--- config.mk ---
export PLATFORM = sky130hd
export DESIGN_NAME = e2h_front
export DESIGN_NICKNAME = d
export VERILOG_FILES = /design/src/sv/e2h_pkg.sv /design/src/sv/e2h_front.sv
export SDC_FILE = /design/constraint.sdc
export NUM_CORES = 1
export LEC_CHECK = 0
export ABC_AREA = 1
export ABC_CLOCK_PERIOD_IN_PS = 4800
export BUFFER_PORTS_ARGS = -buffer_cell sky130_fd_sc_hd__buf_2
export CORE_ASPECT_RATIO = 0.5
export CORE_MARGIN = 2
export CORE_UTILIZATION = 35
export DETAILED_ROUTE_END_ITERATION = 16
export PLACE_DENSITY = 0.66
export SKIP_LAST_GASP = 1
export SLEW_MARGIN = 25
export SYNTH_ARGS = -nofsm -noshare
export SYNTH_HDL_FRONTEND = slang
export SYNTH_SLANG_ARGS = --single-unit
--- constraint.sdc ---
create_clock -name vclk -period 4.8
set_clock_uncertainty 0.2 [all_clocks]
set_input_delay 1.2 -clock vclk [all_inputs]
set_output_delay 1.2 -clock vclk [all_outputs]
set_load 0.02 [all_outputs]
--- src/sv/e2h_pkg.sv ---
// ============================================================================
// e2h_pkg: shared types, constants and functions of the coordinate transform
// Angle widths, CORDIC step count, pipeline latencies, the queue item
// format and the elaboration-time arctangent table builder.
// ============================================================================
package e2h_pkg;

    // Field width and CORDIC length
    localparam int ANGLE_BITS   = 32;
    localparam int CORDIC_STEPS = 28;
    localparam int TABLE_LEN    = 62;
    localparam int STEPS        = (CORDIC_STEPS > TABLE_LEN) ? TABLE_LEN : CORDIC_STEPS;

    // Internal fixed point: 64-bit words, Q60 vectors, 2^64 per turn
    localparam int FRAC_BITS = 60;
    localparam logic signed [63:0] GAIN_Q60        = 64'sd700114967507363239;
    localparam logic [63:0]        TWO_OVER_PI_Q64 = 64'hA2F9836E4E441529;
    localparam logic signed [63:0] QUARTER_TURN    = 64'sh4000000000000000;
    localparam logic [63:0]        HALF_TURN       = 64'h8000000000000000;
    localparam logic [63:0]        ROUND_HALF      = 64'd1 << (63 - ANGLE_BITS);
    localparam logic signed [ANGLE_BITS-1:0] QUARTER = ANGLE_BITS'(1) << (ANGLE_BITS - 2);

    // Pipeline latencies in enabled cycles
    localparam int ROT_LAT = STEPS + 2;
    localparam int VEC_LAT = STEPS + 2;
    localparam int MUL_LAT = 4;
    localparam int PIPE_LEN = ROT_LAT + 2 * MUL_LAT + 1 + VEC_LAT + MUL_LAT + VEC_LAT;

    // Queue between front and back
    localparam int QUEUE_DEPTH = 4;
    localparam int QPTR_W      = $clog2(QUEUE_DEPTH);
    localparam int QCNT_W      = $clog2(QUEUE_DEPTH + 1);

    // Configuration port
    localparam int PDATA_W = (ANGLE_BITS > 32) ? 64 : 32;
    localparam int PADDR_W = (ANGLE_BITS > 32) ? 4 : 3;

    typedef enum logic {
        REG_LATITUDE  = 1'b0,
        REG_LONGITUDE = 1'b1
    } cfg_reg_t;

    // Classified item: hour angle, clamped declination and latitude, pole flag
    typedef struct packed {
        logic [ANGLE_BITS-1:0] hour_angle;
        logic [ANGLE_BITS-1:0] dec;
        logic [ANGLE_BITS-1:0] lat;
        logic                  pole;
    } item_t;

    typedef struct packed {
        logic              full;
        logic              empty;
        logic [QCNT_W-1:0] count;
    } queue_stat_t;

    // Restoring long division, elaboration use only
    function automatic logic [63:0] udiv64(input logic [63:0] num, input logic [63:0] den);
        logic [64:0] rem;
        logic [63:0] quo;
        rem = '0;
        quo = '0;
        for (int b = 63; b >= 0; b--) begin
            rem = {rem[63:0], num[b]};
            if (rem >= {1'b0, den}) begin
                rem    = rem - {1'b0, den};
                quo[b] = 1'b1;
            end
        end
        return quo;
    endfunction

    // atan(2^-idx) in 2^64 per turn, from the integer arctangent series
    function automatic logic [63:0] atan_entry(input int idx);
        logic [63:0]  acc;
        logic [63:0]  term;
        logic [127:0] prod;
        int           e;
        acc = '0;
        if (idx == 0) begin
            return 64'd1 << 61;
        end
        for (int k = 0; k < 32; k++) begin
            e = 62 - idx * (2 * k + 1);
            if (e >= 0) begin
                term = udiv64(64'd1 << e, 64'(2 * k + 1));
                if ((k & 1) != 0) acc = acc - term;
                else              acc = acc + term;
            end
        end
        prod = 128'(acc) * 128'(TWO_OVER_PI_Q64);
        return prod[127:64];
    endfunction

    // Field angle to internal turn
    function automatic logic [63:0] lift(input logic [ANGLE_BITS-1:0] v);
        return {v, {(64 - ANGLE_BITS){1'b0}}};
    endfunction

    // Internal turn to field angle, round half up
    function automatic logic [ANGLE_BITS-1:0] to_field(input logic [63:0] t);
        logic [63:0] s;
        s = t + ROUND_HALF;
        return s[63:64-ANGLE_BITS];
    endfunction

endpackage

--- src/sv/e2h_front.sv ---
// ============================================================================
// e2h_front: input classification
// Forms the hour angle, clamps declination and latitude to a quarter turn
// and flags stars at a celestial pole.
// ============================================================================
module e2h_front (
    input  logic [e2h_pkg::ANGLE_BITS-1:0] right_ascension_angle,
    input  logic [e2h_pkg::ANGLE_BITS-1:0] declination_angle,
    input  logic [e2h_pkg::ANGLE_BITS-1:0] sidereal_angle,
    input  logic [e2h_pkg::ANGLE_BITS-1:0] latitude,
    input  logic [e2h_pkg::ANGLE_BITS-1:0] longitude,
    output e2h_pkg::item_t                 item
);

    function automatic logic [e2h_pkg::ANGLE_BITS-1:0] clamp_quarter(
        input logic [e2h_pkg::ANGLE_BITS-1:0] v
    );
        if ($signed(v) > e2h_pkg::QUARTER) begin
            return e2h_pkg::QUARTER;
        end
        if ($signed(v) < -e2h_pkg::QUARTER) begin
            return -e2h_pkg::QUARTER;
        end
        return v;
    endfunction

    logic [e2h_pkg::ANGLE_BITS-1:0] dec_c;

    // hour angle wraps modulo one turn
    always_comb
    begin
        dec_c           = clamp_quarter(declination_angle);
        item.hour_angle = sidereal_angle + longitude - right_ascension_angle;
        item.dec        = dec_c;
        item.lat        = clamp_quarter(latitude);
        item.pole       = (dec_c == e2h_pkg::QUARTER) || (dec_c == -e2h_pkg::QUARTER);
    end

endmodule

==> flow_summary.yaml, run 1 <==
outcome:
  run_status: "complete, no violations"
global_routing:
  grt_pass1_vias: 4649
  grt_pass1_wl_um: 20800
  grt_start_max_net_pins: 35
  grt_usage: 0.198
  antenna_found_initial: 0
  grt-ovfl-total: 0
synth:
  synth_area_mm2: 0.00408
  synth.area.top_cells: "inv_1, fa_1, nand2_1, nor2_1, ha_1"
  ys_types: 36
  synth_common_cells: "inv_1, nand2_1, nor2_1"
  syn_nets: 951
  synth_area_per_cell_um2: 5.60
  synthCells: 728
  synth.most_common_cell: "inv_1"
  synth.largest_area_cell: "inv_1"
  synth_top_area_share: 0.171
  synth-warning-count: 0
  yosysSeqAreaShare: 0
floorplanning:
  io_pins: 257
  die_h_um: 80.3
  coreArea_mm2: 0.0112
  start_util: 0.364
  die_x_um: 157
  rows: 27
  die_area_mm2: 0.0126
drt:
  num_vias: 5449
  drc: 0
  post_drt_wl_per_cell_um: 12.2
  first_pass_iters: 4
  routed_via_density: 4.62
  postRouteWirelength_um: 14400
  dr.first_iter.drc_count: 315
  drtAntennaViolNets: 0
worst_setup_path:
  worst_path_most_repeated_cell: "nand2_2"
  start_kind: "input pin"
  crit_path_end_kind: "output pin"
  cp_max_fo: 4
  path_cells: "buf_2 > fa_1 > inv_1 > ha_4 > nand3_2 > nand2_2 > nand2_2 > nand2_2 > nand2_2 > nand2_2 > a21o_1 > nand2_2 > nand2_1 > nand2_1 > nand2_1 > buf_6"
  worstPathArrival_ns: 3.38
  cp.required_ns: 3.40
  crit_path_max_incr_delay_ns: 0.54
  crit_type: "in -> out"
  cpMaxStageDelayCell: "fa_1"
  crit_buf_inv: 3
  crit_family: "adder cells"
finish:
  n_clock_buffer: 0
  areaGrowthSynthToFinish_pct: 58.8
  register_area_um2: 0
  stdcell_count: 1179
  nFlopsAndLatches: 0
  fillCellCount: 1096
  fin_nets: 1245
  diodes: 0
  layout-drive-gt1-share: 0.437
  fin_util: 0.579
sta:
  rsz0062_at_grt: "true"
  drv_slew: 0
  worst_slack_ns: 0.0250
  finalSetupViolations: 0
  fmax_ghz: 0.209
  hold_viol: 0
  tightest_slew_ns: 0.851
  relSlewSlack: 0.430
  period_needed_ns: 4.78
  finalCritPeriodShare: 0.995
pwr:
  leakagePower_uw: 0.00376
  ir_worst_vdd_mv: 0.173
  power_density_mw_per_mm2: 242
  finalPower_uw: 1560
hold_path:
  holdCritPathClass: "in -> out"
run:
  timing.max_cap.violations: 0
place:
  io_buffers: 257
  pre_cts_ws_ns: -0.0643
  hpwlAfterDp_um: 12200
  dp_cells: 1169
  routabilityCongestion: 0.901
clock_network:
  cts_hold_buf: 0
==> final timing paths <==
path                     start  cells after the start  slack [ns]  endpoint
min      declination_angle[31]                      2        2.46  item[64]
max   right_ascension_angle[2]                     16        0.02  item[94]
==> layer usage <==
| layer | vias up | share of wire | global-route usage |
|---|---|---|---|
| li1 | 2793 | - | - |
| met5 | - | 0 | 0 |
| met3 | 21 | 0.051 | 0.00971 |
| met4 | 0 | 0.017 | 0.0284 |
| met2 | 153 | 0.50 | 0.356 |
| met1 | 2482 | 0.43 | 0.269 |
==> repair_timing <==
item	4_1_cts	5_1_grt
setup buffers	0	10
resized for setup	6	140
pin swaps	1	38
setup endpoints to repair	13	22
==> stage by stage <==
stage	hold WS, ns	area (um2)	setup TNS, ns
2_1_floorplan	2.33	4080	0
3_3_place_gp	2.47	5800	-0.202
3_5_place_dp	2.47	5800	-0.215
4_1_cts	2.47	5820	-0.0869
5_1_grt	2.48	6470	-0.324
6_report	2.46	6470	0
==> layout by cell type (no fill, tap or decap), types with 3 or more instances in the layout <==
master / n
a21oi_1: 13
ha_1: 8
nor2_1: 114
buf_6: 4
buf_2: 248
o21ai_2: 5
nand2_1: 126
a21oi_2: 27
ha_2: 6
xor2_1: 14
inv_2: 5
a21o_1: 4
o21ai_4: 3
nor4_1: 8
nand2_2: 22
o21ai_1: 15
buf_4: 56
o21ai_0: 13
nor2_2: 8
inv_1: 182
nor2_4: 3
nor3_2: 26
ha_4: 18
nand3_1: 16
nand4_1: 6
xnor2_1: 7
fa_1: 29
nor3_1: 11
==> kinds of logic (layout without fill, tap and decap cells) <==
family	count (synthesis)	after routing	synth area share
buffers and inverters	204	496	0.196
adder cells (fa/ha/maj)	63	63	0.251
AND/OR/NAND/NOR	346	346	0.373
AO/OA/AOI/OAI	93	93	0.133
XOR/XNOR	22	22	0.0473
==> cell type report <==
class,count,area [um2],share of cell area
multi-input cells,524,3840,0.594
inverters,187,702,0.108
well taps,159,199,0.0307
repair buffers,309,1730,0.267
==> power breakdown <==
group	total [uW]	leakage, uW	switching, uW	internal, uW
sequential	0	0	0	0
combinational	1560	0.00376	904	661
clock	0	0	0	0
(Power assumes the default switching activity.)
==> run 2: changes to the inputs <==
- ABC_AREA: 1 -> default
- PLACE_DENSITY: 0.66 -> 0.71
==> run 2 against run 1 <==
- the flow now finishes with violations (setup timing)
- flip-flop and latch count unchanged
- first-iteration DRC count decreased by 58%
- utilization increased by 14 points
- via count decreased by 20%
==> flow_summary.yaml, run 2 <==
outcome:
  run_status: "finished with violations"
  violations: "setup timing"
pwr:
  p_sw_uw: 855
  clkPwrFrac: 0
  p_comb_frac: 1.000
  p_int_uw: 860
  power_density_mw_per_mm2: 269
  netSwitchingFraction: 0.498
  power_frac_seq: 0
  ir_worst_vdd_mv: 0.186
  leakagePower_uw: 0.00358
floorplanning:
  rows: 24
  die_h_um: 71.9
  start_util: 0.365
  die_area_mm2: 0.0100
  io_pins: 257
  coreArea_mm2: 0.00883
  die_x_um: 140
synth:
  yosysSeqAreaShare: 0
  synthMuxAreaShare: 0.0136
  synthAdderAreaFrac: 0.317
  syn_nets: 691
  synth.largest_area_cell: "fa_1"
  synth_top_area_share: 0.192
  synth_xor_area_frac: 0.0787
  synth-warning-count: 0
  synth-simple-area-share: 0.254
  synth_area_per_cell_um2: 6.89
  synth_top_family_by_area: "adder cells"
  synth_compound_area_frac: 0.167
  synthCells: 468
  synth.area.top_cells: "fa_1, inv_1, ha_1, and2_1, xnor2_1"
  synth_area_mm2: 0.00323
  synth.most_common_cell: "inv_1"
  synth_common_cells: "inv_1, and2_1, ha_1"
  ys_types: 45
drt:
  drtAntennaViolNets: 0
  postRouteWirelength_um: 12300
  dr.first_iter.drc_count: 132
  drc: 0
  first_pass_iters: 4
  post_drt_wl_per_cell_um: 13.2
  routed_via_density: 4.70
  num_vias: 4364
worst_setup_path:
  crit_start: "sidereal_angle[1]"
  worstPathArrival_ns: 3.94
  cp-endpoint: "item[95]"
  cp.required_ns: 3.40
  crit_type: "in -> out"
  crit_path_end_kind: "output pin"
  start_kind: "input pin"
  cp_max_fo: 3
finish:
  diodes: 0
  fin_util: 0.721
  fillCellCount: 665
  register_area_um2: 0
  areaGrowthSynthToFinish_pct: 97.3
  nFlopsAndLatches: 0
  final_cell_mix: "buf_2, inv_1, buf_4"
  layout-drive-gt1-share: 0.599
  stdcell_area_mm2: 0.00636
  multi_input_area_mm2: 0.00344
  mostFrequentLayoutCell: "buf_2"
  fin_nets: 1036
  n_clock_buffer: 0
global_routing:
  grt_pass1_wl_um: 18300
  grt_start_max_net_pins: 31
  grt-ovfl-total: 0
  antenna_found_initial: 0
  grt_pass1_vias: 4080
  grt_usage: 0.216
sta:
  hold_viol: 0
  tightest_slew_ns: 0.447
  period_needed_ns: 5.34
  worst_slack_ns: -0.539
  rsz0062_at_grt: "true"
  relSlewSlack: 0.699
  finalSetupViolations: 23
  finalCritPeriodShare: 1.11
  drv_slew: 0
  fmax_ghz: 0.187
place:
  pre_cts_ws_ns: -0.666
  dpl_cell_area_mm2: 0.00547
  routabilityCongestion: 0.884
  io_buffers: 257
  hpwlAfterDp_um: 9840
clock_network:
  cts_hold_buf: 0
hold_path:
  holdCritPathClass: "in -> out"
  hp-start: "declination_angle[31]"
run:
  timing.max_cap.violations: 0
[run 2: changes by cell type in the layout (fill, tap and decap cells not counted), sizes merged, moves of 25 or more]
cell / change
and2: +61
o21ai: -25
nand2: -136
nor3: -31
inv: -52
buf: +45
nor2: -109
[run 2: per-layer routing]
layer | track usage | routed length, um
met3 | 0.0160 | 575
met1 | 0.279 | 5150
met5 | 0 | 0
met2 | 0.417 | 6500
met4 | 0.0144 | 70
[run 2: critical path, cell delays in order]
cell and delay, ns:
buf_8 0.08, inv_8 0.02, fa_2 0.58, fa_2 0.21, nand2b_4 0.13, a21boi_2 0.06, o211ai_1 0.37, a211oi_2 0.14
nor2_2 0.19, nand4_1 0.12, a41o_1 0.25, a221oi_2 0.30, xnor2_2 0.15, buf_4 0.15
[run 2: how the worst min path moves through the flow]
stage,to,cells past startpoint
floorplan,item[65],1
global placement,item[64],2
detailed placement,item[64],2
CTS,item[64],2
global route,item[64],2
finish,item[64],2
[run 2: repair_timing]
item | in CTS | in global routing
resized for setup | 104 | 61
setup buffers | 22 | 9
pin swaps | 57 | 62
endpoints found under the hold margin | 0 | 0
endpoints found under the setup margin | 25 | 26
[run 2: final cells by class]
class	instances	share of cell area
well taps	117	0.0230
repair buffers	354	0.353
inverters	135	0.0824
multi-input cells	322	0.541
[run 2: logic make-up (layout without fill, tap and decap cells)]
| group | after synthesis | after routing |
|---|---|---|
| AO/OA/AOI/OAI | 81 | 81 |
| XOR/XNOR | 29 | 29 |
| adder cells (fa/ha/maj) | 63 | 63 |
| buffers and inverters | 146 | 489 |
| multiplexers | 4 | 4 |
| AND/OR/NAND/NOR | 145 | 145 |
[run 2: per-stage QoR]
| stage | cells | setup TNS (ns) | hold slack (ns) | power, uW |
|---|---|---|---|---|
| final | 928 | -7.02 | 2.47 | 1720 |
| after detailed placement | 902 | -9.58 | 2.47 | 1340 |
| after CTS | 919 | -6.69 | 2.47 | 1590 |
| after global routing | 928 | -9.53 | 2.49 | 1830 |
| after floorplan | 468 | -0.921 | 2.34 | 836 |
| after global placement | 902 | -8.14 | 2.47 | 1330 |
[run 2: power by group through the flow]
stage / Clock [uW] / Sequential, uW / Combinational, uW
4_1_cts: 0 / 0 / 1590
3_5_place_dp: 0 / 0 / 1340
5_1_grt: 0 / 0 / 1830
2_1_floorplan: 0 / 0 / 836
3_3_place_gp: 0 / 0 / 1330
6_report: 0 / 0 / 1720
