**src/sv/e2h_pkg.sv**
```systemverilog
// ============================================================================
// e2h_pkg: shared types, constants and functions of the coordinate transform
// Angle widths, CORDIC step count, pipeline latencies, the queue item
// format and the elaboration-time arctangent table builder.
// ============================================================================
package e2h_pkg;

    // Field width and CORDIC length
    localparam int ANGLE_BITS   = 32;
    localparam int CORDIC_STEPS = 28;
    localparam int TABLE_LEN    = 62;
    localparam int STEPS        = (CORDIC_STEPS > TABLE_LEN) ? TABLE_LEN : CORDIC_STEPS;

    // Internal fixed point: 64-bit words, Q60 vectors, 2^64 per turn
    localparam int FRAC_BITS = 60;
    localparam logic signed [63:0] GAIN_Q60        = 64'sd700114967507363239;
    localparam logic [63:0]        TWO_OVER_PI_Q64 = 64'hA2F9836E4E441529;
    localparam logic signed [63:0] QUARTER_TURN    = 64'sh4000000000000000;
    localparam logic [63:0]        HALF_TURN       = 64'h8000000000000000;
    localparam logic [63:0]        ROUND_HALF      = 64'd1 << (63 - ANGLE_BITS);
    localparam logic signed [ANGLE_BITS-1:0] QUARTER = ANGLE_BITS'(1) << (ANGLE_BITS - 2);

    // Pipeline latencies in enabled cycles
    localparam int ROT_LAT = STEPS + 2;
    localparam int VEC_LAT = STEPS + 2;
    localparam int MUL_LAT = 4;
    localparam int PIPE_LEN = ROT_LAT + 2 * MUL_LAT + 1 + VEC_LAT + MUL_LAT + VEC_LAT;

    // Queue between front and back
    localparam int QUEUE_DEPTH = 4;
    localparam int QPTR_W      = $clog2(QUEUE_DEPTH);
    localparam int QCNT_W      = $clog2(QUEUE_DEPTH + 1);

    // Configuration port
    localparam int PDATA_W = (ANGLE_BITS > 32) ? 64 : 32;
    localparam int PADDR_W = (ANGLE_BITS > 32) ? 4 : 3;

    typedef enum logic {
        REG_LATITUDE  = 1'b0,
        REG_LONGITUDE = 1'b1
    } cfg_reg_t;

    // Classified item: hour angle, clamped declination and latitude, pole flag
    typedef struct packed {
        logic [ANGLE_BITS-1:0] hour_angle;
        logic [ANGLE_BITS-1:0] dec;
        logic [ANGLE_BITS-1:0] lat;
        logic                  pole;
    } item_t;

    typedef struct packed {
        logic              full;
        logic              empty;
        logic [QCNT_W-1:0] count;
    } queue_stat_t;

    // Restoring long division, elaboration use only
    function automatic logic [63:0] udiv64(input logic [63:0] num, input logic [63:0] den);
        logic [64:0] rem;
        logic [63:0] quo;
        rem = '0;
        quo = '0;
        for (int b = 63; b >= 0; b--) begin
            rem = {rem[63:0], num[b]};
            if (rem >= {1'b0, den}) begin
                rem    = rem - {1'b0, den};
                quo[b] = 1'b1;
            end
        end
        return quo;
    endfunction

    // atan(2^-idx) in 2^64 per turn, from the integer arctangent series
    function automatic logic [63:0] atan_entry(input int idx);
        logic [63:0]  acc;
        logic [63:0]  term;
        logic [127:0] prod;
        int           e;
        acc = '0;
        if (idx == 0) begin
            return 64'd1 << 61;
        end
        for (int k = 0; k < 32; k++) begin
            e = 62 - idx * (2 * k + 1);
            if (e >= 0) begin
                term = udiv64(64'd1 << e, 64'(2 * k + 1));
                if ((k & 1) != 0) acc = acc - term;
                else              acc = acc + term;
            end
        end
        prod = 128'(acc) * 128'(TWO_OVER_PI_Q64);
        return prod[127:64];
    endfunction

    // Field angle to internal turn
    function automatic logic [63:0] lift(input logic [ANGLE_BITS-1:0] v);
        return {v, {(64 - ANGLE_BITS){1'b0}}};
    endfunction

    // Internal turn to field angle, round half up
    function automatic logic [ANGLE_BITS-1:0] to_field(input logic [63:0] t);
        logic [63:0] s;
        s = t + ROUND_HALF;
        return s[63:64-ANGLE_BITS];
    endfunction

endpackage

```
**src/sv/e2h_queue.sv**
```systemverilog
// ============================================================================
// e2h_queue: short FIFO between front and back
// Register-based, one write and one read per cycle.
// ============================================================================
module e2h_queue (
    input  logic                  clk,
    input  logic                  rst_n,
    input  logic                  push,
    input  e2h_pkg::item_t        push_item,
    input  logic                  pop,
    output e2h_pkg::item_t        head,
    output e2h_pkg::queue_stat_t  stat
);

    e2h_pkg::item_t                entry_reg [e2h_pkg::QUEUE_DEPTH];
    logic [e2h_pkg::QPTR_W-1:0]    wr_ptr_reg, wr_ptr_next;
    logic [e2h_pkg::QPTR_W-1:0]    rd_ptr_reg, rd_ptr_next;
    logic [e2h_pkg::QCNT_W-1:0]    count_reg, count_next;

    // storage
    always_ff @(posedge clk)
    begin
        if (push)
        begin
            entry_reg[wr_ptr_reg] <= push_item;
        end
    end

    // pointer and count update
    always_comb
    begin
        wr_ptr_next = wr_ptr_reg;
        rd_ptr_next = rd_ptr_reg;
        count_next  = count_reg;
        if (push)
        begin
            wr_ptr_next = (wr_ptr_reg == e2h_pkg::QPTR_W'(e2h_pkg::QUEUE_DEPTH - 1))
                          ? '0 : wr_ptr_reg + 1'b1;
        end
        if (pop)
        begin
            rd_ptr_next = (rd_ptr_reg == e2h_pkg::QPTR_W'(e2h_pkg::QUEUE_DEPTH - 1))
                          ? '0 : rd_ptr_reg + 1'b1;
        end
        unique case ({push, pop})
            2'b10:   count_next = count_reg + 1'b1;
            2'b01:   count_next = count_reg - 1'b1;
            default: count_next = count_reg;
        endcase
    end

    always_ff @(posedge clk or negedge rst_n)
    begin
        if (!rst_n)
        begin
            wr_ptr_reg <= '0;
            rd_ptr_reg <= '0;
            count_reg  <= '0;
        end
        else
        begin
            wr_ptr_reg <= wr_ptr_next;
            rd_ptr_reg <= rd_ptr_next;
            count_reg  <= count_next;
        end
    end

    assign head       = entry_reg[rd_ptr_reg];
    assign stat.full  = (count_reg == e2h_pkg::QCNT_W'(e2h_pkg::QUEUE_DEPTH));
    assign stat.empty = (count_reg == '0);
    assign stat.count = count_reg;

endmodule

```
**config.mk**
```make
export PLATFORM = sky130hd
export DESIGN_NAME = e2h_queue
export DESIGN_NICKNAME = d
export VERILOG_FILES = /design/src/sv/e2h_pkg.sv /design/src/sv/e2h_queue.sv
export SDC_FILE = /design/constraint.sdc
export NUM_CORES = 1
export LEC_CHECK = 0
export BUFFER_PORTS_ARGS = -buffer_cell sky130_fd_sc_hd__buf_4
export CORE_MARGIN = 5
export CORE_UTILIZATION = 50
export DETAILED_ROUTE_END_ITERATION = 10
export PLACE_DENSITY_LB_ADDON = 0.1
export SYNTH_ARGS = -nofsm -noshare
export SYNTH_HDL_FRONTEND = slang
export SYNTH_SLANG_ARGS = --single-unit
```
**constraint.sdc**
```tcl
create_clock -name clk -period 3.7 [get_ports clk]
set_clock_uncertainty 0.1 [all_clocks]
set_input_delay 0.185 -clock clk [delete_from_list [all_inputs] [get_ports clk]]
set_output_delay 0.185 -clock clk [all_outputs]
set_load 0.01 [all_outputs]
```
==> flow_metrics.env, run 1 <==
export IMPL_status="completed"
export IMPL_synth_yosys_seq_area_share=0.821
export IMPL_hold_path_startpoint="push_item[71]"
export IMPL_synth_enable_flop_cells=388
export IMPL_grt_util_met3=0.0457
export IMPL_hold_path_class="in2reg"
export IMPL_drt_first_iter_violations=368
export IMPL_synthesis_instances=545
export IMPL_required_time_of_the_critical_path_ps=3410
export IMPL_critical_path_max_stage_delay_ps=830
export IMPL_postSynthNetCount=653
export IMPL_grt_max_degree=86
export IMPL_cts_htree_levels=2
export IMPL_clock_sinks=395
export IMPL_cell_type_with_the_largest_total_area_after_synthesis="sky130_fd_sc_hd__edfxtp_1"
export IMPL_cellPowerDensity_nw_per_um2=746
export IMPL_critical_path_slowest_cell="sky130_fd_sc_hd__dfrtp_4"
export IMPL_critPathCaptureType="output port"
export IMPL_grt_use_met2=0.302
export IMPL_syn_avg_cell_area_um2=26.4
export IMPL_timing_final_crit_period_ps=2800
export IMPL_grt_util_all_layers=0.170
export IMPL_worst_setup_path_startpoint="rd_ptr_reg[0]$_DFFE_PN0P_"
export IMPL_initial_antenna_violation_count=2
export IMPL_effective_utilization_at_floorplan=0.505
export IMPL_number_of_global_route_vias_before_repair=7601
export IMPL_worstPathMaxFanout=31
export IMPL_drive_gt1_frac=0.405
export IMPL_power_static_leakage_nw=6.46
export IMPL_post_cts_setup_buffer_count=0
export IMPL_final_nets=987
export IMPL_place_worst_setup_slack_ps=1360
export IMPL_tritoncts="built"
export IMPL_yosysTopAreaCellShare=0.809
export IMPL_route_detailed_vias_per_inst=5.26
export IMPL_timing_final_crit_share=0.757
export IMPL_clock_tree_buffer_depth=3
export IMPL_routedWlPerCell_um=21.1
export IMPL_path_cells="buf_4, mux4_2, buf_4"
export IMPL_ys_warn_count=0
export IMPL_timing_max_slew_rel_slack=0.459
export IMPL_ys_async_sr_fraction=0.0177
export IMPL_io_pins=203
export IMPL_rows=62
export IMPL_yosys_register_bits=395
export IMPL_postCtsHoldBufs=101
export IMPL_ys_top_cells_by_count="sky130_fd_sc_hd__edfxtp_1 (388), sky130_fd_sc_hd__mux4_2 (97), sky130_fd_sc_hd__buf_4 (7), sky130_fd_sc_hd__dfrtp_1 (7)"
export IMPL_die_w_um=180
export IMPL_worst_setup_path_type="reg2out"
export IMPL_drt_pre_antenna_iters=4
export IMPL_floorplan_core_area_um2=28500
export IMPL_unrepaired_setup_endpoints_after_global_routing="false"
export IMPL_total_setup_violations_reported_at_the_end_of_the_flow=0
export IMPL_num_cts_buffers=40
export IMPL_placement_io_buffers=202
export IMPL_cts_reportedPaths_clkPinSlew_ps=60
export IMPL_regToRegStartpoint="wr_ptr_reg[0]$_DFFE_PN0P_"
export IMPL_synthFlopType="sky130_fd_sc_hd__edfxtp_1"
export IMPL_most_frequent_cell_after_synthesis="sky130_fd_sc_hd__edfxtp_1"
export IMPL_post_route_setup_slack_ps=898
export IMPL_fmax_mhz=357
export IMPL_met1_usage=0.211
export IMPL_grt_overflow_total=0
export IMPL_place_hpwl_mm=16.0
export IMPL_finalHoldViolCount=0
export IMPL_clock_root_buffer="sky130_fd_sc_hd__clkbuf_16"
export IMPL_design_die_area_um2=32300
export IMPL_final_core_util=0.654
export IMPL_wire_length_of_the_first_global_routing_pass_mm=42.9
export IMPL_arrival_ps=2520
export IMPL_cts_resized_gates=0
export IMPL_timing_critical_path_from_type="register"
export IMPL_ys_top_cells_by_area="sky130_fd_sc_hd__edfxtp_1 (81%), sky130_fd_sc_hd__mux4_2 (15%), sky130_fd_sc_hd__dfrtp_1 (1.2%), sky130_fd_sc_hd__ha_1 (0.52%), sky130_fd_sc_hd__buf_4 (0.36%)"
export IMPL_crit_path_most_repeated_cell="sky130_fd_sc_hd__buf_4"
export IMPL_syn_cell_area_um2=14400
export IMPL_max_cap_violations=0
export IMPL_netlist_cell_type_count=23
export IMPL_gp_congestion=0.730
export IMPL_fp_dieH_um=180
export IMPL_drcViolationCount=0
export IMPL_clock_insertion_delay_worst_skew_ps=500
export IMPL_largest_reg_flops=388
export IMPL_antenna_violating_nets_post_route=0
export IMPL_slew_viol_final=0
export IMPL_tightestPinTransition_ps=812
export IMPL_flow_area_growth_from_synthesis_pct=29.5
export IMPL_num_vias=6809
export IMPL_grt_most_used_layer="met2"
export IMPL_totalWireLength_mm=27.4
export IMPL_vdd_ir_drop_max_mv=0.533
export IMPL_setup_total_negative_slack_ps=0
[kinds of logic (layout without fill, tap and decap cells)]
| group | Yosys count | in the layout | synth area share |
|---|---|---|---|
| DFF | 395 | 395 | 0.821 |
| muxes | 100 | 100 | 0.154 |
| buffers and inverters | 28 | 392 | 0.0121 |
| and+or+nand+nor | 10 | 10 | 0.00374 |
| adders and majority gates | 7 | 7 | 0.00660 |
| xor gates and xnor gates | 3 | 3 | 0.00182 |
| AOI/OAI and AO/OA | 2 | 2 | 0.000695 |
| other | 0 | 2 | 0 |
[worst max-delay path: cells and delay by family (launching register included)]
family	cells	cell delay (ps)
flops	1	830
buf+inv	2	590
mux	1	570
[metal layers]
layer  routed length [um]  part of all wire  vias up
met5                    0                 0        -
li1                     -                 -     3015
met3                 1640             0.060       33
met1                10700              0.39     3588
met4                  385             0.014        0
met2                14700              0.54      173
[cell type report]
class / instances / area, um2
clock inverter: 20 / 141
inverter: 6 / 22.5
tap: 384 / 480
clock buffer: 52 / 1080
fill: 1934 / 9890
multi-input combinational: 122 / 2410
timing repair buffer: 314 / 2690
antenna: 2 / 5.00
sequential: 395 / 11800
[through the flow]
stage               hold slack (ps)  cell area (um2)  cells  total power [mW]
finish                          304            18700   1295              13.9
global route                    297            18700   1294              14.6
CTS                             282            18700   1293              14.2
detailed placement            -93.2            16400   1120              10.3
global placement              -99.0            16400   1120              10.2
floorplan                      -211            14400    545              8.50
[layout by cell type, fill, tap and decap left out, types with 5 or more instances in the layout]
cell,synthesis,final
sky130_fd_sc_hd__buf_12,1,6
sky130_fd_sc_hd__clkbuf_16,0,41
sky130_fd_sc_hd__clkbuf_1,6,10
sky130_fd_sc_hd__buf_4,7,207
sky130_fd_sc_hd__inv_1,6,6
sky130_fd_sc_hd__mux4_2,97,97
sky130_fd_sc_hd__dlygate4sd3_1,0,101
sky130_fd_sc_hd__edfxtp_1,388,388
sky130_fd_sc_hd__dfrtp_1,7,5
sky130_fd_sc_hd__clkinv_1,0,12
sky130_fd_sc_hd__ha_1,6,6
[path summary, 6_finish.rpt]
kind / end / slack, ps / cells after the start
max: head[21] / 900 / 3
max in group asynchronous: rd_ptr_reg[0]$_DFFE_PN0P_ / 2670 / 3
min in group asynchronous: wr_ptr_reg[0]$_DFFE_PN0P_ / 540 / 3
min: entry_reg[1][71]$_DFFE_PP_ / 300 / 2
max reg2reg: entry_reg[0][47]$_DFFE_PP_ / 1460 / 4
min reg2reg: count_reg[0]$_DFFE_PN0P_ / 440 / 1
[power by group]
part           leakage, nW  switching (mW)  total (mW)  internal [mW]
Clock                0.592            1.54        3.73           2.19
Sequential            3.64           0.367        6.10           5.73
Combinational         2.22            1.91        4.09           2.19
Total                 6.46            3.82        13.9           10.1
(Power assumes the default switching activity.)
==> inputs of run 2 (changes only) <==
==> constraint.sdc (replaced) <==
create_clock -name clk -period 2.65 [get_ports clk]
set_clock_uncertainty 0.1 [all_clocks]
set_input_delay 0.1325 -clock clk [delete_from_list [all_inputs] [get_ports clk]]
set_output_delay 0.1325 -clock clk [all_outputs]
set_load 0.01 [all_outputs]
==> flow_metrics.env, run 2 (same netlist as run 1, synthesis figures left out) <==
export IMPL_status="completed"
export IMPL_route_detailed_vias_per_inst=5.28
export IMPL_die_w_um=180
export IMPL_slew_viol_final=0
export IMPL_clock_root_buffer="sky130_fd_sc_hd__clkbuf_16"
export IMPL_hold_path_startpoint="push_item[79]"
export IMPL_initial_antenna_violation_count=3
export IMPL_fp_dieH_um=180
export IMPL_whs_ps=265
export IMPL_floorplan_core_area_um2=28500
export IMPL_power_static_leakage_nw=6.49
export IMPL_post_route_setup_slack_ps=193
export IMPL_grt_overflow_total=0
export IMPL_cts_htree_levels=2
export IMPL_wire_length_of_the_first_global_routing_pass_mm=44.0
export IMPL_clockPowerShare=0.263
export IMPL_power_share_combinational=0.305
export IMPL_clock_sinks=395
export IMPL_r2r_end="entry_reg[3][26]$_DFFE_PP_"
export IMPL_drive_gt1_frac=0.409
export IMPL_drt_first_iter_violations=419
export IMPL_num_vias=6864
export IMPL_regToRegStartpoint="wr_ptr_reg[0]$_DFFE_PN0P_"
export IMPL_post_cts_setup_buffer_count=0
export IMPL_tightestPinTransition_ps=526
export IMPL_share_of_total_power_consumed_by_net_switching=0.271
export IMPL_clock_insertion_delay_worst_skew_ps=500
export IMPL_worstHoldEndpoint="entry_reg[1][79]$_DFFE_PP_"
export IMPL_number_of_global_route_vias_before_repair=7740
export IMPL_p_seq_frac=0.432
export IMPL_cts_reportedPaths_clkPinSlew_ps=60
export IMPL_setup_total_negative_slack_ps=0
export IMPL_arrival_ps=2220
export IMPL_mostFrequentLayoutCells="sky130_fd_sc_hd__edfxtp_1 (388), sky130_fd_sc_hd__buf_4 (207), sky130_fd_sc_hd__dlygate4sd3_1 (101)"
export IMPL_layout_cells_most_common="sky130_fd_sc_hd__edfxtp_1"
export IMPL_hold_depth=2
export IMPL_timing_final_crit_share=0.927
export IMPL_unrepaired_setup_endpoints_after_global_routing="false"
export IMPL_postCtsHoldBufs=101
export IMPL_timing_final_crit_period_ps=2460
export IMPL_tritoncts="built"
export IMPL_max_cap_violations=0
export IMPL_gp_congestion=0.748
export IMPL_required_time_of_the_critical_path_ps=2420
export IMPL_design_die_area_um2=32300
export IMPL_flow_area_growth_from_synthesis_pct=30.1
export IMPL_totalWireLength_mm=27.7
export IMPL_internal_power_mw=14.2
export IMPL_grt_util_all_layers=0.173
export IMPL_effective_utilization_at_floorplan=0.505
export IMPL_total_setup_violations_reported_at_the_end_of_the_flow=0
export IMPL_hold_path_class="in2reg"
export IMPL_fmax_mhz=407
export IMPL_clock_tree_buffer_depth=3
export IMPL_timing_reg2reg_setup_slack_ps=800
export IMPL_drt_pre_antenna_iters=4
export IMPL_routedWlPerCell_um=21.3
export IMPL_cellPowerDensity_nw_per_um2=1040
export IMPL_worstPathMaxFanout=16
export IMPL_io_pins=203
export IMPL_finalHoldViolCount=0
export IMPL_cts_resized_gates=0
export IMPL_worst_r2r_cell_count=3
export IMPL_grt_max_degree=73
export IMPL_largest_reg_flops=388
export IMPL_finalPower_mw=19.5
export IMPL_rows=62
export IMPL_placed_cell_area_um2=16500
export IMPL_place_hpwl_mm=16.5
export IMPL_place_detailed_instances=1125
export IMPL_final_nets=992
export IMPL_critPathCaptureType="output port"
export IMPL_drcViolationCount=0
export IMPL_placement_io_buffers=202
export IMPL_final_core_util=0.657
export IMPL_antenna_violating_nets_post_route=0
export IMPL_finish_instance_area_um2=18700
export IMPL_timing_critical_path_from_type="register"
export IMPL_timing_max_slew_rel_slack=0.649
export IMPL_vdd_ir_drop_max_mv=0.709
export IMPL_num_cts_buffers=40
export IMPL_place_worst_setup_slack_ps=674
export IMPL_worst_setup_path_type="reg2out"
export IMPL_final_cells=1299
export IMPL_switching_pwr_mw=5.29
-- run 2: cell count changes in the layout (fill, tap and decap cells not counted) --
| cell | before | now |
|---|---|---|
| sky130_fd_sc_hd__buf_12 | 6 | 11 |
| sky130_fd_sc_hd__clkbuf_1 | 10 | 14 |
| sky130_fd_sc_hd__clkbuf_8 | 1 | 0 |
| sky130_fd_sc_hd__clkinv_1 | 12 | 6 |
| sky130_fd_sc_hd__clkinv_2 | 4 | 5 |
| sky130_fd_sc_hd__clkinvlp_4 | 1 | 2 |
| sky130_fd_sc_hd__diode_2 | 2 | 3 |
| sky130_fd_sc_hd__inv_6 | 1 | 0 |
-- run 2: area by class of cell --
cell class | instances | area (um2)
clock buffer | 55 | 1080
multi-input combinational | 122 | 2410
sequential | 395 | 11800
inverter | 6 | 22.5
fill | 1936 | 9800
timing repair buffer | 319 | 2790
antenna | 3 | 7.51
clock inverter | 15 | 123
tap | 384 | 480
-- run 2: per-layer routing --
layer,GRT usage,vias to the layer above,part of all wire
met2,0.302,193,0.53
met4,0.0424,0,0.018
li1,-,3029,-
met3,0.0398,42,0.056
met5,0,-,0
met1,0.224,3600,0.39
-- run 2: worst max-delay path by stage --
stage	to	cells after the start	from	slack, ps
detailed placement	head[8]	3	rd_ptr_reg[0]$_DFFE_PN0P_	670
global placement	head[8]	3	rd_ptr_reg[0]$_DFFE_PN0P_	690
CTS	head[8]	3	rd_ptr_reg[0]$_DFFE_PN0P_	130
finish	head[17]	3	rd_ptr_reg[0]$_DFFE_PN0P_	190
global route	head[7]	3	rd_ptr_reg[0]$_DFFE_PN0P_	80
floorplan	entry_reg[2][0]$_DFFE_PP_	3	wr_ptr_reg[0]$_DFFE_PN0P_	290
-- run 2: power by group through the flow --
stage	registers, mW	clock network [mW]	logic [mW]
global placement	8.51	0	5.95
finish	8.42	5.14	5.95
detailed placement	8.57	0	6.00
global route	8.52	5.56	6.40
floorplan	8.32	0	3.49
CTS	8.44	5.28	6.14
-- run 2: worst max-delay path, stage by stage, from the launching register on --
cell and delay [ps]:
sky130_fd_sc_hd__dfrtp_4 680, sky130_fd_sc_hd__buf_4 320, sky130_fd_sc_hd__mux4_2 540, sky130_fd_sc_hd__buf_4 160
==> inputs of run 3 (changes only) <==
--- a/config.mk
+++ b/config.mk
@@ -8,6 +8,7 @@
 export BUFFER_PORTS_ARGS = -buffer_cell sky130_fd_sc_hd__buf_4
 export CORE_MARGIN = 5
 export CORE_UTILIZATION = 50
+export CTS_CLUSTER_DIAMETER = 150
 export DETAILED_ROUTE_END_ITERATION = 10
 export PLACE_DENSITY_LB_ADDON = 0.1
 export SYNTH_ARGS = -nofsm -noshare
==> constraint.sdc (replaced) <==
create_clock -name clk -period 2.65 [get_ports clk]
set_clock_uncertainty 0.1 [all_clocks]
set_input_delay 0.265 -clock clk [delete_from_list [all_inputs] [get_ports clk]]
set_output_delay 0.265 -clock clk [all_outputs]
set_load 0.01 [all_outputs]
==> flow_metrics.env, run 3 (same netlist as run 1, synthesis figures left out) <==
export IMPL_clock_insertion_delay_worst_skew_ps=520
export IMPL_p_seq_frac=0.419
export IMPL_slew_viol_final=0
export IMPL_io_pins=203
export IMPL_cts_htree_levels=2
export IMPL_cellPowerDensity_nw_per_um2=1050
export IMPL_power_share_combinational=0.309
export IMPL_total_setup_violations_reported_at_the_end_of_the_flow=0
export IMPL_tritoncts="built"
export IMPL_setup_total_negative_slack_ps=0
export IMPL_fp_dieH_um=180
export IMPL_mostFrequentLayoutCells="sky130_fd_sc_hd__edfxtp_1 (388), sky130_fd_sc_hd__buf_4 (215), sky130_fd_sc_hd__dlygate4sd3_1 (101)"
export IMPL_grt_max_degree=73
export IMPL_num_vias=6848
export IMPL_worst_setup_path_type="reg2out"
export IMPL_worst_r2r_cell_count=3
export IMPL_wire_length_of_the_first_global_routing_pass_mm=44.1
export IMPL_timing_critical_path_from_type="register"
export IMPL_switching_pwr_mw=5.39
export IMPL_regToRegStartpoint="wr_ptr_reg[0]$_DFFE_PN0P_"
export IMPL_drcViolationCount=0
export IMPL_rows=62
export IMPL_finalPower_mw=19.9
export IMPL_timing_final_crit_share=0.933
export IMPL_hold_path_startpoint="push_item[25]"
export IMPL_place_hpwl_mm=16.7
export IMPL_vdd_ir_drop_max_mv=0.637
export IMPL_critPathCaptureType="output port"
export IMPL_final_cells=1310
export IMPL_finalHoldViolCount=0
export IMPL_drive_gt1_frac=0.416
export IMPL_arrival_ps=2110
export IMPL_largest_reg_flops=388
export IMPL_totalWireLength_mm=28.1
export IMPL_design_die_area_um2=32300
export IMPL_share_of_total_power_consumed_by_net_switching=0.271
export IMPL_timing_final_crit_period_ps=2470
export IMPL_required_time_of_the_critical_path_ps=2290
export IMPL_placement_io_buffers=202
export IMPL_number_of_global_route_vias_before_repair=7666
export IMPL_flow_area_growth_from_synthesis_pct=31.1
export IMPL_num_cts_buffers=41
export IMPL_status="completed"
export IMPL_max_cap_violations=0
export IMPL_route_detailed_vias_per_inst=5.23
export IMPL_initial_antenna_violation_count=3
export IMPL_worstPathMaxFanout=17
export IMPL_timing_max_slew_rel_slack=0.648
export IMPL_whs_ps=387
export IMPL_drt_first_iter_violations=307
export IMPL_unrepaired_setup_endpoints_after_global_routing="false"
export IMPL_layout_cells_most_common="sky130_fd_sc_hd__edfxtp_1"
export IMPL_worstHoldEndpoint="entry_reg[2][25]$_DFFE_PP_"
export IMPL_clock_sinks=395
export IMPL_fmax_mhz=404
export IMPL_grt_util_all_layers=0.174
export IMPL_power_static_leakage_nw=6.58
export IMPL_die_w_um=180
export IMPL_floorplan_core_area_um2=28500
export IMPL_clockPowerShare=0.272
export IMPL_effective_utilization_at_floorplan=0.505
export IMPL_gp_congestion=0.750
export IMPL_place_detailed_instances=1125
export IMPL_routedWlPerCell_um=21.5
export IMPL_drt_pre_antenna_iters=6
export IMPL_final_nets=1001
export IMPL_antenna_violating_nets_post_route=0
export IMPL_internal_power_mw=14.5
export IMPL_grt_overflow_total=0
export IMPL_cts_reportedPaths_clkPinSlew_ps=60
export IMPL_clock_root_buffer="sky130_fd_sc_hd__clkbuf_16"
export IMPL_hold_path_class="in2reg"
export IMPL_hold_depth=2
export IMPL_fillCellCount=1929
export IMPL_r2r_end="entry_reg[3][37]$_DFFE_PP_"
export IMPL_clock_tree_buffer_depth=3
export IMPL_timing_reg2reg_setup_slack_ps=790
export IMPL_tightestPinTransition_ps=528
[run 3: cell type report]
cell class / instances / area (um2) / share of cell area
multi-input combinational: 122 / 2410 / 0.128
timing repair buffer: 327 / 2850 / 0.151
tap: 384 / 480 / 0.0254
clock buffer: 53 / 1110 / 0.0590
clock inverter: 21 / 173 / 0.00914
antenna: 2 / 5.00 / 0.000265
inverter: 6 / 22.5 / 0.00119
sequential: 395 / 11800 / 0.627
[run 3: timing repair]
item | in CTS | in global routing
setup buffers | 0 | 8
resized for setup | 0 | 0
endpoints found under the hold margin | 399 | 0
hold buffers | 101 | 0
endpoints found under the setup margin | 0 | 37
[run 3: critical path: stages (launching register included)]
cell and delay, ps:
sky130_fd_sc_hd__dfrtp_4 500, sky130_fd_sc_hd__buf_4 160, sky130_fd_sc_hd__buf_12 180, sky130_fd_sc_hd__mux4_2 560, sky130_fd_sc_hd__buf_4 170
[run 3: metal layers]
layer,GRT usage,part of all wire,vias up
met3,0.0396,0.053,43
li1,-,-,3052
met1,0.229,0.41,3566
met2,0.300,0.52,185
met4,0.0424,0.018,2
met5,0,0.00032,-
[run 3: power groups by stage]
stage | clock network (mW) | registers (mW) | logic, mW
6_report | 5.42 | 8.33 | 6.15
5_1_grt | 5.84 | 8.41 | 6.61
3_5_place_dp | 0 | 8.53 | 6.05
3_3_place_gp | 0 | 8.46 | 6.01
4_1_cts | 5.56 | 8.40 | 6.20
2_1_floorplan | 0 | 8.32 | 3.49
[run 3: how the worst max path moves through the flow]
stage                                   start                        end  slack, ps  cells past startpoint
floorplan           wr_ptr_reg[0]$_DFFE_PN0P_  entry_reg[2][0]$_DFFE_PP_        290                      3
global placement    rd_ptr_reg[0]$_DFFE_PN0P_                    head[0]        580                      3
detailed placement  rd_ptr_reg[0]$_DFFE_PN0P_                   head[77]        570                      3
CTS                 rd_ptr_reg[0]$_DFFE_PN0P_                    head[0]          3                      3
global route        rd_ptr_reg[0]$_DFFE_PN0P_                   head[86]        110                      4
finish              rd_ptr_reg[0]$_DFFE_PN0P_                   head[86]        180                      4
[run 3: per-stage QoR]
stage,setup WS (ps),utilization,area (um2)
2_1_floorplan,293,-,14400
3_3_place_gp,584,0.579,16500
3_5_place_dp,568,0.579,16500
4_1_cts,2.68,0.659,18800
5_1_grt,110,0.662,18900
6_report,177,0.662,18900
